### src/rtl/assert_macros.svh
// Assertion macros shared by the RTL files.
// Each macro samples on i_clk and is disabled while i_rst_n is low.
`ifndef ASSERT_MACROS_SVH
`define ASSERT_MACROS_SVH

// Consequent must hold in the same cycle as the antecedent.
`define ASSERT_IMPLIES(label, ante, cons, msg) \
    label: assert property (@(posedge i_clk) disable iff (!i_rst_n) (ante) |-> (cons)) \
        else $error(msg);

// Consequent must hold in the cycle after the antecedent.
`define ASSERT_NEXT(label, ante, cons, msg) \
    label: assert property (@(posedge i_clk) disable iff (!i_rst_n) (ante) |=> (cons)) \
        else $error(msg);

// Condition must never be true.
`define ASSERT_NEVER(label, cond, msg) \
    label: assert property (@(posedge i_clk) disable iff (!i_rst_n) !(cond)) \
        else $error(msg);

`endif

### src/rtl/nfa_pkg.sv
// Package for the next-fit free-block allocator.
// Holds the word types, item kind and status codes, and sequencer states.
`default_nettype none

package nfa_pkg;

    localparam int KIND_W    = 2;
    localparam int STATUS_W  = 2;
    localparam int FIELD_W   = 16;
    localparam int RESULT_CAP = 32;

    localparam logic [KIND_W-1:0] KIND_ADD   = 2'd0;
    localparam logic [KIND_W-1:0] KIND_ALLOC = 2'd1;
    localparam logic [KIND_W-1:0] KIND_DUMP  = 2'd2;

    localparam logic [STATUS_W-1:0] STATUS_DONE  = 2'd0;
    localparam logic [STATUS_W-1:0] STATUS_NOFIT = 2'd1;
    localparam logic [STATUS_W-1:0] STATUS_FULL  = 2'd2;
    localparam logic [STATUS_W-1:0] STATUS_ENTRY = 2'd3;

    typedef struct packed {
        logic [KIND_W-1:0]  kind;
        logic [FIELD_W-1:0] block_address;
        logic [FIELD_W-1:0] block_size;
        logic [FIELD_W-1:0] request_size;
    } t_item;

    typedef struct packed {
        logic [STATUS_W-1:0] status;
        logic [FIELD_W-1:0]  out_address;
        logic [FIELD_W-1:0]  out_size;
        logic                last;
    } t_result;

    typedef enum logic [2:0] {
        S_IDLE,
        S_FIND,
        S_LINK,
        S_WALK,
        S_DUMP
    } t_state;

endpackage

`default_nettype wire

### src/rtl/next_fit_free_block_allocator.sv
// Top level of the next-fit free-block allocator: sequencer, block table memories.
// Depends on nfa_pkg (types, codes, states) and assert_macros.svh.
`default_nettype none
`include "assert_macros.svh"

// Usage
//   Input word: i_item (kind, block_address, block_size, request_size) is taken at a
//   rising edge with i_start high and o_busy low. o_busy stays high while an item is
//   being worked on. Result words appear on o_result for exactly one cycle, marked by
//   o_strobe; o_result.last flags the final word of an item. The receiver cannot stall.
// Sequencing (result words are registered and show in the cycle after the deciding cycle)
//   Add: a free-slot scan visits one slot of the occupancy map per cycle from slot 0,
//     then the new entry is written and linked in; an add into an empty table needs
//     no link step, and a full table is answered from the idle state with no scan.
//   Allocate: the walk reads one linked table entry per cycle through the single read
//     port of the table memories, from the cursor entry until a fit or the list end.
//   Dump: cursor entry read first, then one word per cycle, min(block count, 32) words.
//   Empty table, unused kind: one word, answered from the idle state.
// Reset
//   Synchronous, active low: the table empties, cursor returns to slot 0, all slots
//   are free. Table contents are not cleared; read data is used only from written entries.
module next_fit_free_block_allocator #(
    parameter int MAX_BLOCKS = 32,
    parameter int ADDR_BITS  = 16
) (
    input  wire               i_clk,
    input  wire               i_rst_n,
    input  wire               i_start,
    input  nfa_pkg::t_item    i_item,
    output logic              o_busy,
    output logic              o_strobe,
    output nfa_pkg::t_result  o_result
);

    localparam int FW = nfa_pkg::FIELD_W;
    localparam int SW = $clog2(MAX_BLOCKS);
    localparam int CW = $clog2(MAX_BLOCKS + 1);
    localparam int AW = (ADDR_BITS < FW) ? ADDR_BITS : FW;

    // Block table: one entry per slot, one write per memory and one shared read
    // address per cycle, read data registered.
    logic [AW-1:0] mem_addr [0:MAX_BLOCKS-1];
    logic [FW-1:0] mem_size [0:MAX_BLOCKS-1];
    logic [SW-1:0] mem_link [0:MAX_BLOCKS-1];

    logic [AW-1:0] r_rd_addr;
    logic [FW-1:0] r_rd_size;
    logic [SW-1:0] r_rd_link;

    logic          rd_slot_en;
    logic [SW-1:0] rd_slot;
    logic          wr_addr_en;
    logic          wr_size_en;
    logic          wr_link_en;
    logic [SW-1:0] wr_addr_slot;
    logic [SW-1:0] wr_size_slot;
    logic [SW-1:0] wr_link_slot;
    logic [AW-1:0] wr_addr_data;
    logic [FW-1:0] wr_size_data;
    logic [SW-1:0] wr_link_data;

    // Sequencer and list state
    nfa_pkg::t_state  r_state, n_state;
    logic [CW-1:0]    r_count, n_count;
    logic [SW-1:0]    r_cursor, n_cursor;
    logic [SW-1:0]    r_pred, n_pred;
    logic [MAX_BLOCKS-1:0] r_free, n_free;
    logic [SW-1:0]    r_cur, n_cur;
    logic [SW-1:0]    r_prev, n_prev;
    logic [SW-1:0]    r_scan, n_scan;
    logic [CW-1:0]    r_k, n_k;
    nfa_pkg::t_item   r_item, n_item;
    nfa_pkg::t_result r_result, n_result;
    logic             r_strobe, n_strobe;

    logic          accept;
    logic          table_full;
    logic          table_empty;
    logic [CW-1:0] k_inc;
    logic          walk_end;
    logic          dump_last;
    logic          fit;
    logic          exact;
    logic [FW-1:0] remain;
    logic [AW-1:0] in_addr_m;
    logic [AW-1:0] held_addr_m;

    function automatic nfa_pkg::t_result make_result(
        input logic [nfa_pkg::STATUS_W-1:0] status,
        input logic [FW-1:0]                addr,
        input logic [FW-1:0]                size,
        input logic                         last
    );
        nfa_pkg::t_result res;
        res.status      = status;
        res.out_address = addr;
        res.out_size    = size;
        res.last        = last;
        return res;
    endfunction

    assign o_busy      = (r_state != nfa_pkg::S_IDLE);
    assign o_strobe    = r_strobe;
    assign o_result    = r_result;
    assign accept      = i_start && !o_busy;
    assign table_full  = (r_count == CW'(MAX_BLOCKS));
    assign table_empty = (r_count == '0);
    assign k_inc       = r_k + CW'(1);
    assign walk_end    = (k_inc == r_count);
    assign dump_last   = (k_inc == r_count) || (int'(k_inc) == nfa_pkg::RESULT_CAP);
    assign fit         = (r_rd_size >= r_item.request_size);
    assign exact       = (r_rd_size == r_item.request_size);
    assign remain      = r_rd_size - r_item.request_size;
    assign in_addr_m   = i_item.block_address[AW-1:0];
    assign held_addr_m = r_item.block_address[AW-1:0];

    // Next state
    always_comb begin
        n_state = r_state;
        case (r_state)
            nfa_pkg::S_IDLE: begin
                if (accept) begin
                    case (i_item.kind)
                        nfa_pkg::KIND_ADD: begin
                            if (!table_full) n_state = nfa_pkg::S_FIND;
                        end
                        nfa_pkg::KIND_ALLOC: begin
                            if (!table_empty) n_state = nfa_pkg::S_WALK;
                        end
                        nfa_pkg::KIND_DUMP: begin
                            if (!table_empty) n_state = nfa_pkg::S_DUMP;
                        end
                        default: n_state = nfa_pkg::S_IDLE;
                    endcase
                end
            end
            nfa_pkg::S_FIND: begin
                if (r_free[r_scan]) begin
                    n_state = table_empty ? nfa_pkg::S_IDLE : nfa_pkg::S_LINK;
                end
            end
            nfa_pkg::S_LINK: n_state = nfa_pkg::S_IDLE;
            nfa_pkg::S_WALK: begin
                if (fit || walk_end) n_state = nfa_pkg::S_IDLE;
            end
            nfa_pkg::S_DUMP: begin
                if (dump_last) n_state = nfa_pkg::S_IDLE;
            end
            default: n_state = nfa_pkg::S_IDLE;
        endcase
    end

    // Datapath, table access and result words
    always_comb begin
        n_count  = r_count;
        n_cursor = r_cursor;
        n_pred   = r_pred;
        n_free   = r_free;
        n_cur    = r_cur;
        n_prev   = r_prev;
        n_scan   = r_scan;
        n_k      = r_k;
        n_item   = r_item;
        n_result = r_result;
        n_strobe = 1'b0;

        rd_slot_en   = 1'b0;
        rd_slot      = r_cur;
        wr_addr_en   = 1'b0;
        wr_size_en   = 1'b0;
        wr_link_en   = 1'b0;
        wr_addr_slot = r_scan;
        wr_size_slot = r_scan;
        wr_link_slot = r_scan;
        wr_addr_data = held_addr_m;
        wr_size_data = r_item.block_size;
        wr_link_data = r_cursor;

        case (r_state)
            nfa_pkg::S_IDLE: begin
                if (accept) begin
                    // Latch the word and start reading the cursor entry
                    n_item     = i_item;
                    n_k        = '0;
                    n_scan     = '0;
                    n_cur      = r_cursor;
                    n_prev     = r_pred;
                    rd_slot_en = 1'b1;
                    rd_slot    = r_cursor;
                    case (i_item.kind)
                        nfa_pkg::KIND_ADD: begin
                            if (table_full) begin
                                n_strobe = 1'b1;
                                n_result = make_result(nfa_pkg::STATUS_FULL,
                                    FW'(in_addr_m), i_item.block_size, 1'b1);
                            end
                        end
                        nfa_pkg::KIND_ALLOC: begin
                            if (table_empty) begin
                                n_strobe = 1'b1;
                                n_result = make_result(nfa_pkg::STATUS_NOFIT,
                                    '0, '0, 1'b1);
                            end
                        end
                        nfa_pkg::KIND_DUMP: begin
                            if (table_empty) begin
                                n_strobe = 1'b1;
                                n_result = make_result(nfa_pkg::STATUS_DONE,
                                    '0, '0, 1'b1);
                            end
                        end
                        default: begin
                            n_strobe = 1'b1;
                            n_result = make_result(nfa_pkg::STATUS_DONE, '0, '0, 1'b1);
                        end
                    endcase
                end
            end

            nfa_pkg::S_FIND: begin
                if (r_free[r_scan]) begin
                    // Fill the new entry; its successor is the cursor, or itself in an empty table
                    wr_addr_en   = 1'b1;
                    wr_size_en   = 1'b1;
                    wr_link_en   = 1'b1;
                    wr_link_data = table_empty ? r_scan : r_cursor;
                    n_cur        = r_scan;
                    if (table_empty) begin
                        n_free[r_scan] = 1'b0;
                        n_count        = CW'(1);
                        n_cursor       = r_scan;
                        n_pred         = r_scan;
                        n_strobe       = 1'b1;
                        n_result       = make_result(nfa_pkg::STATUS_DONE,
                            FW'(held_addr_m), r_item.block_size, 1'b1);
                    end
                end else begin
                    n_scan = r_scan + SW'(1);
                end
            end

            nfa_pkg::S_LINK: begin
                // Hook the new entry in behind the old tail
                wr_link_en    = 1'b1;
                wr_link_slot  = r_pred;
                wr_link_data  = r_cur;
                n_free[r_cur] = 1'b0;
                n_count       = r_count + CW'(1);
                n_pred        = r_cur;
                n_strobe      = 1'b1;
                n_result      = make_result(nfa_pkg::STATUS_DONE,
                    FW'(held_addr_m), r_item.block_size, 1'b1);
            end

            nfa_pkg::S_WALK: begin
                if (fit) begin
                    n_strobe = 1'b1;
                    if (exact) begin
                        // Unlink the entry and move the cursor past it
                        n_free[r_cur] = 1'b1;
                        n_count       = r_count - CW'(1);
                        if (r_count == CW'(1)) begin
                            n_cursor = '0;
                            n_pred   = '0;
                        end else begin
                            wr_link_en   = 1'b1;
                            wr_link_slot = r_prev;
                            wr_link_data = r_rd_link;
                            n_cursor     = r_rd_link;
                            n_pred       = r_prev;
                        end
                        n_result = make_result(nfa_pkg::STATUS_DONE,
                            FW'(r_rd_addr), '0, 1'b1);
                    end else begin
                        // Shrink in place, cursor stays on this entry
                        wr_size_en   = 1'b1;
                        wr_size_slot = r_cur;
                        wr_size_data = remain;
                        n_cursor     = r_cur;
                        n_pred       = r_prev;
                        n_result     = make_result(nfa_pkg::STATUS_DONE,
                            FW'(r_rd_addr), remain, 1'b1);
                    end
                end else if (walk_end) begin
                    n_strobe = 1'b1;
                    n_result = make_result(nfa_pkg::STATUS_NOFIT, '0, '0, 1'b1);
                end else begin
                    // Advance to the successor
                    n_k        = k_inc;
                    n_prev     = r_cur;
                    n_cur      = r_rd_link;
                    rd_slot_en = 1'b1;
                    rd_slot    = r_rd_link;
                end
            end

            nfa_pkg::S_DUMP: begin
                n_strobe   = 1'b1;
                n_result   = make_result(nfa_pkg::STATUS_ENTRY,
                    FW'(r_rd_addr), r_rd_size, dump_last);
                n_k        = k_inc;
                n_cur      = r_rd_link;
                rd_slot_en = 1'b1;
                rd_slot    = r_rd_link;
            end

            default: begin
                n_strobe = 1'b0;
            end
        endcase
    end

    // Table memories
    always_ff @(posedge i_clk) begin
        if (wr_addr_en) begin
            mem_addr[wr_addr_slot] <= wr_addr_data;
        end
        if (wr_size_en) begin
            mem_size[wr_size_slot] <= wr_size_data;
        end
        if (wr_link_en) begin
            mem_link[wr_link_slot] <= wr_link_data;
        end
        if (rd_slot_en) begin
            r_rd_addr <= mem_addr[rd_slot];
            r_rd_size <= mem_size[rd_slot];
            r_rd_link <= mem_link[rd_slot];
        end
    end

    // Payload registers
    always_ff @(posedge i_clk) begin
        r_item   <= n_item;
        r_result <= n_result;
        r_cur    <= n_cur;
        r_prev   <= n_prev;
        r_scan   <= n_scan;
        r_k      <= n_k;
    end

    // Control registers
    always_ff @(posedge i_clk) begin
        if (!i_rst_n) begin
            r_state  <= nfa_pkg::S_IDLE;
            r_count  <= '0;
            r_cursor <= '0;
            r_pred   <= '0;
            r_free   <= '1;
            r_strobe <= 1'b0;
        end else begin
            r_state  <= n_state;
            r_count  <= n_count;
            r_cursor <= n_cursor;
            r_pred   <= n_pred;
            r_free   <= n_free;
            r_strobe <= n_strobe;
        end
    end

    // Every slot is either free or counted in the list
    `ASSERT_NEVER(a_slot_balance, ($countones(r_free) + int'(r_count)) != MAX_BLOCKS, "slot map and block count disagree")

    // A taken word either answers at once or keeps the block busy
    `ASSERT_NEXT(a_accept_progress, accept, o_busy || o_strobe, "accepted word neither answered nor in progress")

    // Table-full status only with every slot in use
    `ASSERT_IMPLIES(a_full_status, o_strobe && (o_result.status == nfa_pkg::STATUS_FULL), table_full, "table-full reported with free slots")

    // Block count stays within the table
    `ASSERT_NEVER(a_count_range, int'(r_count) > MAX_BLOCKS, "block count beyond table size")

endmodule

`default_nettype wire
### config.mk
export PLATFORM = sky130hd
export DESIGN_NAME = next_fit_free_block_allocator
export DESIGN_NICKNAME = d
export VERILOG_FILES = /design/src/rtl/nfa_pkg.sv /design/src/rtl/next_fit_free_block_allocator.sv
export VERILOG_INCLUDE_DIRS = /design/src /design/src/rtl
export SDC_FILE = /design/constraint.sdc
export NUM_CORES = 2
export LEC_CHECK = 0
export ABC_CLOCK_PERIOD_IN_PS = 7300
export BUFFER_PORTS_ARGS = -buffer_cell sky130_fd_sc_hd__buf_2
export CAP_MARGIN = 40
export CORE_ASPECT_RATIO = 1.75
export CORE_UTILIZATION = 61
export DETAILED_ROUTE_END_ITERATION = 7
export PLACE_DENSITY = 0.78
export SYNTH_ARGS = -nofsm -noshare
export SYNTH_HDL_FRONTEND = slang
export SYNTH_SLANG_ARGS = --single-unit
### constraint.sdc
create_clock -name i_clk -period 7.3 [get_ports i_clk]
set_input_delay 1.095 -clock i_clk [delete_from_list [all_inputs] [get_ports i_clk]]
set_output_delay 1.095 -clock i_clk [all_outputs]
set_load 0.01 [all_outputs]
# Word-level counts from Yosys, hierarchy flattened
# Memory sizes are Yosys's and may differ from the RTL's. A register that Yosys moved wholly into a read port is not among the register bits.
# Index checks and enable logic that the tools add are counted.
# op_classes
bitwise_logic	5
n_lt_le_gt_ge	5
n_eq_ne	28
muxes	107
addsub	5
reduce_logical	29
# op_table
cell	count
$mux W35	8
$pmux W35 S5	1
$mux W5	28
$mux W32	4
$pmux W35 S3	1
$pmux W32 S3	1
$and A32 B32 Y32	2
$not A32 Y32	2
$mux W16	3
$pmux W5 S3	3
$mux W6	7
$pmux W5 S2	4
$pmux W6 S3	2
$or A32 B32 Y32	1
$mux W1	25
$mux W3	7
$ne A3 B3 Y1 const B	7
$ne A2 B2 Y1 const B	10
$pmux W5 S4	1
$mux W17	1
$eq A16 B16 Y1	1
$ge A16 B16 Y1	1
$sub A16 B16 Y16	1
$add A6 B1 Y6 const B	2
other kinds (37)	56
# totals
ff_bits	156
memories	3
ram_bits	1184
output_inout_bits	37
# memory_table
name	depth	width	read_ports	rd_ports_with_merged_regs	write_ports	line_no	source
mem_addr	32	16	1	1	1	next_fit_free_block_allocator.sv:42	logic [AW-1:0] mem_addr [0:MAX_BLOCKS-1];
mem_size	32	16	1	1	1	next_fit_free_block_allocator.sv:43	logic [FW-1:0] mem_size [0:MAX_BLOCKS-1];
mem_link	32	5	1	1	1	next_fit_free_block_allocator.sv:44	logic [SW-1:0] mem_link [0:MAX_BLOCKS-1];

# Longest topological paths before layout
# depth
word_depth	9
mapped_depth	19
depth_no_buf	14

# Worst setup path after synthesis
# Ideal clock, no wire load.
# synth_timing
kind	register to register
from	register r_rd_size[13] (read register of mem_size)
to	register r_result, in the netlist o_result[0] (enable)
n_path_buf	2
stages_incl_launch_ff	11
t_required_ns	6.829
synth_period_minus_slack_ns	5.005
setup_slack_ns	2.295
setup_ns	0.471
arrival_ns	4.534
path_cell_list	edfxtp_1 -> ha_1 -> buf_2 -> nand4_1 -> or4_1 -> buf_2 -> nand3_2 -> nor2_1 -> nand2_1 -> o21ai_0 -> nor3_1
# synth_via
elab_chain_len	3
# synth_lines
item	line_no	source
start, declared	next_fit_free_block_allocator.sv:47	logic [FW-1:0] r_rd_size;
$ge A16 B16 Y1	next_fit_free_block_allocator.sv:111	assign fit = (r_rd_size >= r_item.request_size);
$ne A3 B3 Y1 (no line)	-	
$reduce_and A8 Y1 (no line)	-	
end signal, assigned	next_fit_free_block_allocator.sv:334	r_result <= n_result;
end, declared	next_fit_free_block_allocator.sv:73	nfa_pkg::t_result r_result, n_result;
# Every way passes these cells.
# A chain may end at the register's enable or synchronous reset.

# Worst setup path after layout
# layout_timing
from	register r_state[0]
to	register r_rd_size[0] (read register of mem_size), data pin
# layout_via
elab_chain_len	5
word_cells_on_any_way	10
cone_classes	eq/ne (2); mux (4); reduce/logical (4)
# layout_lines
item	line_no	source
start, declared	next_fit_free_block_allocator.sv:63	nfa_pkg::t_state r_state, n_state;
start signal, assigned	next_fit_free_block_allocator.sv:344	r_state <= nfa_pkg::S_IDLE;
start signal, assigned	next_fit_free_block_allocator.sv:351	r_state <= n_state;
$reduce_bool A3 Y1	next_fit_free_block_allocator.sv:102	assign o_busy = (r_state != nfa_pkg::S_IDLE);
$logic_not A1 Y1	next_fit_free_block_allocator.sv:105	assign accept = i_start && !o_busy;
$logic_and A1 B1 Y1	next_fit_free_block_allocator.sv:105	
$mux W5 or $mux W1 (tied branches)	next_fit_free_block_allocator.sv:181	if (accept) begin
$pmux W5 S3 or $pmux W1 S3 (tied branches)	next_fit_free_block_allocator.sv:179	case (r_state)
# Several ways; a longest one is shown, not always the timed one.

==> summary.md <==
| Metric | Value |
|---|---|
| Hold EP | r_free[4] |
| Post-synth net total | 4340 |
| Worst R2R End | r_rd_size[0] |
| GPL Wtd Cong | 1.00 |
| Ys Warns | 0 |
| First-pass GRT wire length | 230000 um |
| Top FF cell, synth | edfxtp_1 |
| Largest net degree at the start of global routing | 183 |
| Clock transition at path regs | 70 ps |
| 1st-iter DRT viols | 4727 |
| Fin. Hold Viols | 0 |
| Root buf cell | clkbuf_16 |
| Leakage power | 21.0 nW |
| Start point of the critical path | r_state[0] |
| CTS hold repair buffers | 0 |
| WP data arrival | 6200 ps |
| Final HPWL DP | 102000 um |
| Initial core utilization | 61.6% |
| Tot GR Track Use | 33.5% |
| Bufs on Longest Clock Path | 3 |
| Area grow syn2layout | 11.3% |
| Hold_ws | 529 ps |
| Cell variety after synth | 75 |
| Unrepaired setup endpoints after global routing | no |
| Syn avg cell area | 13.3 um^2 |
| Worst Min Path Start | r_free[4] |
| Clock latency on the worst-skew pair | 730 ps |
| WL met3 | 12900 um |
| Async S/R FF share, synth | 0% |
| Hold WC Path Type | flip-flop to flip-flop |
| Vias in the first global route | 37528 |
| Die Width | 232 um |
| Post-synthesis sequential area ratio | 72.2% |
| Cell family with most CP delay | simple AND/OR/NAND/NOR gates |
| Worst path required time | 7740 ps |
| R2R Setup Slk | 1540 ps |
| Max Transition Viols Final | 0 |
| R2R cell count | 10 |
| Post-route minimum period | 5760 ps |
| Met2 routed WL | 79700 um |
| Worst-margin pin slew | 1090 ps |
| Via/cell ratio | 6.76 |
| Period utilization | 78.9% |
| Initial antenna violation count | 4 |
| Crit path buffers/inverters | 3 |
| Area after DPL | 59000 um^2 |
| Core ar. | 91800 um^2 |
| Cell Count, Final, Fillers Out | 5615 |
| Final setup viols | 0 |
| Rel. slew slack | 27.1% |
| Drt drc | 1 |
| # fillers | 5922 |
| Crit Path Max Fanout | 33 |
| Grt total ovfl | 0 |
| Ports | 90 |
| # clock sinks | 1377 |
| Final core utilization | 68.6% |
| Hold depth | 2 |
| Setup bufs post-CTS | 0 |
| Worst r2r src | r_state[0] |
| Antenna Violating Nets Remaining | 0 |
| Commonest cells after routing, fill and taps aside | edfxtp_1 (1325), nand2_1 (1037), a21oi_1 (370) |
| Worst-case vdd ir drop | 260 uV |
| CP Class | flip-flop to flip-flop |
| Drt wl/cell | 28.0 um |
| CTS resizes | 0 |
| Die H | 405 um |
| Layout net count | 4406 |
| Setup_tns | 0 ps |
| Failing checks | DRC |
| Slowest stage cell, crit path | a221oi_2 |
| Synth Cell Area | 56600 um^2 |
| Final Cell Area | 63000 um^2 |
| CP peak stage delay | 860 ps |
| Synthesized flop and latch total | 1377 |
| # port buffers | 89 |
| Setup crit end kind | flip-flop |
| Commonest non-fill, non-tap cell in the layout | edfxtp_1 |
| Post-synth EDFFs | 1325 |
| Fmax | 0.174 GHz |
| Cell repeated most along the worst path | buf_4 |
| Die Area | 94000 um^2 |
| Max Used Layer | met5 |
| Layout Skew | 39.8 ps |
| CTS tree | yes |
| Layout cell share with drive strength beyond 1 | 11.7% |
| Post-synthesis cell count | 4255 |
| Power Density | 361 nW/um^2 |
| CTS buffer count | 113 |
| Cells along the critical path | nor3_1 -> nand2_1 -> inv_2 -> buf_4 -> a311oi_1 -> a221oi_2 -> nand3_2 -> buf_4 -> o22ai_1 -> nor4_1 |
| # H-tree levels | 3 |
| Placed Instances | 5396 |
| Total wire length | 157000 um |
| Outcome | finished with violations |
| Std cell rows | 147 |
| DR vias | 37971 |
| CP Launch Type | flip-flop |
| Max-cap violations | 0 |
| 1st-pass router iterations | 8 |
| Met1 WL | 48600 um |
==> Yosys cell counts (6+ instances only) <==
cell type | n | share of area (%)
a222oi_1 | 39 | 0.69
nor2b_1 | 6 | 0.066
nand3_1 | 30 | 0.27
nor3_1 | 19 | 0.17
nand2_1 | 1037 | 6.9
nand2b_1 | 13 | 0.14
a32oi_1 | 152 | 2.4
a221oi_1 | 9 | 0.14
nor3b_1 | 8 | 0.11
dfxtp_1 | 52 | 1.8
a22oi_1 | 36 | 0.48
buf_2 | 139 | 1.2
buf_4 | 10 | 0.13
a211oi_1 | 15 | 0.20
a22o_1 | 76 | 1.2
o22ai_1 | 78 | 0.86
nor2_1 | 202 | 1.3
ha_1 | 31 | 0.69
and2_1 | 14 | 0.15
nor4_2 | 20 | 0.44
mux4_2 | 8 | 0.32
o21ai_0 | 55 | 0.49
buf_1 | 24 | 0.16
a311oi_1 | 7 | 0.11
xnor2_1 | 14 | 0.22
o31ai_1 | 7 | 0.093
nor4_1 | 20 | 0.22
edfxtp_1 | 1325 | 70
a32o_1 | 148 | 2.6
or3_1 | 7 | 0.077
a21oi_1 | 372 | 3.3
clkbuf_1 | 129 | 0.86
xor2_1 | 9 | 0.14
inv_1 | 58 | 0.38
nand4_1 | 9 | 0.10
and3_1 | 13 | 0.14
==> worst max path at each step <==
stage                    to  slack, ps  cells after the start
2_1_floorplan   o_result[0]       2290                     10
3_3_place_gp   r_rd_size[0]       1730                     10
3_5_place_dp   r_rd_size[0]       1640                     10
4_1_cts        r_rd_size[0]       1700                     10
5_1_grt        r_rd_size[0]       1500                     10
6_report       r_rd_size[0]       1540                     10
==> registers in the layout, summed over array words and instances, names as in the netlist <==
register / cells
o_result: 35
r_free: 32
r_scan: 5
r_pred: 5
mem_size: 512
r_rd_link: 5
r_k: 6
held_addr_m: 16
r_item: 32
r_rd_addr: 16
r_prev: 5
r_cur: 5
r_cursor: 5
o_strobe: 1
mem_addr: 512
mem_link: 160
r_count: 6
r_rd_size: 16
r_state: 3
==> worst reg2reg max path: cells and delay by family, from the launching register on <==
family	cells	cell delay [ps]
buffers and inverters	3	1550
AND/OR/NAND/NOR	4	1820
AO/OA/AOI/OAI	3	1600
flip-flops	1	520
==> report_power, final <==
| part | leakage (nW) | switching (mW) | internal (mW) |
|---|---|---|---|
| clock network | 1.93 | 2.85 | 3.58 |
| logic | 6.54 | 4.51 | 2.07 |
| registers | 12.5 | 0.390 | 9.34 |
==> routing by layer <==
metal  global-route usage (%)  up-vias
li1                         -    16316
met1                     35.4    18533
met2                     57.1     2413
met3                     5.10      707
met4                     30.5        2
met5                        0        -
==> stage by stage <==
stage | setup WS [ps] | total power [mW]
3_5_place_dp | 1640 | 16.3
4_1_cts | 1700 | 22.6
6_report | 1540 | 22.7
5_1_grt | 1500 | 23.4
3_3_place_gp | 1730 | 16.0
2_1_floorplan | 2290 | 14.0
==> cell type report <==
| type | instances | area (um^2) | area share [%] |
|---|---|---|---|
| flip-flops and latches | 1377 | 40800 | 64.8 |
| multi-input cells | 2515 | 14300 | 22.6 |
| clock buffers | 127 | 2960 | 4.70 |
| repair buffers | 253 | 2210 | 3.52 |
| well taps | 1192 | 1490 | 2.37 |
| clock inverters | 88 | 980 | 1.56 |
| inverters | 61 | 229 | 0.364 |
| diodes | 2 | 5.00 | 0.00795 |
==> cells by family (layout without fill, tap and decap cells) <==
logic type / count (synthesis) / count (layout) / share of synthesized area (%)
flip-flops: 1377 / 1377 / 72.2
multiplexers: 12 / 12 / 0.394
AO/OA/AOI/OAI: 1028 / 1028 / 13.1
AND/OR/NAND/NOR: 1418 / 1418 / 10.4
other: 0 / 2 / 0
XOR/XNOR: 24 / 24 / 0.396
adder cells (fa/ha/maj): 33 / 33 / 0.739
buffers and inverters: 363 / 529 / 2.78
Power figures use the tool's default switching activity.
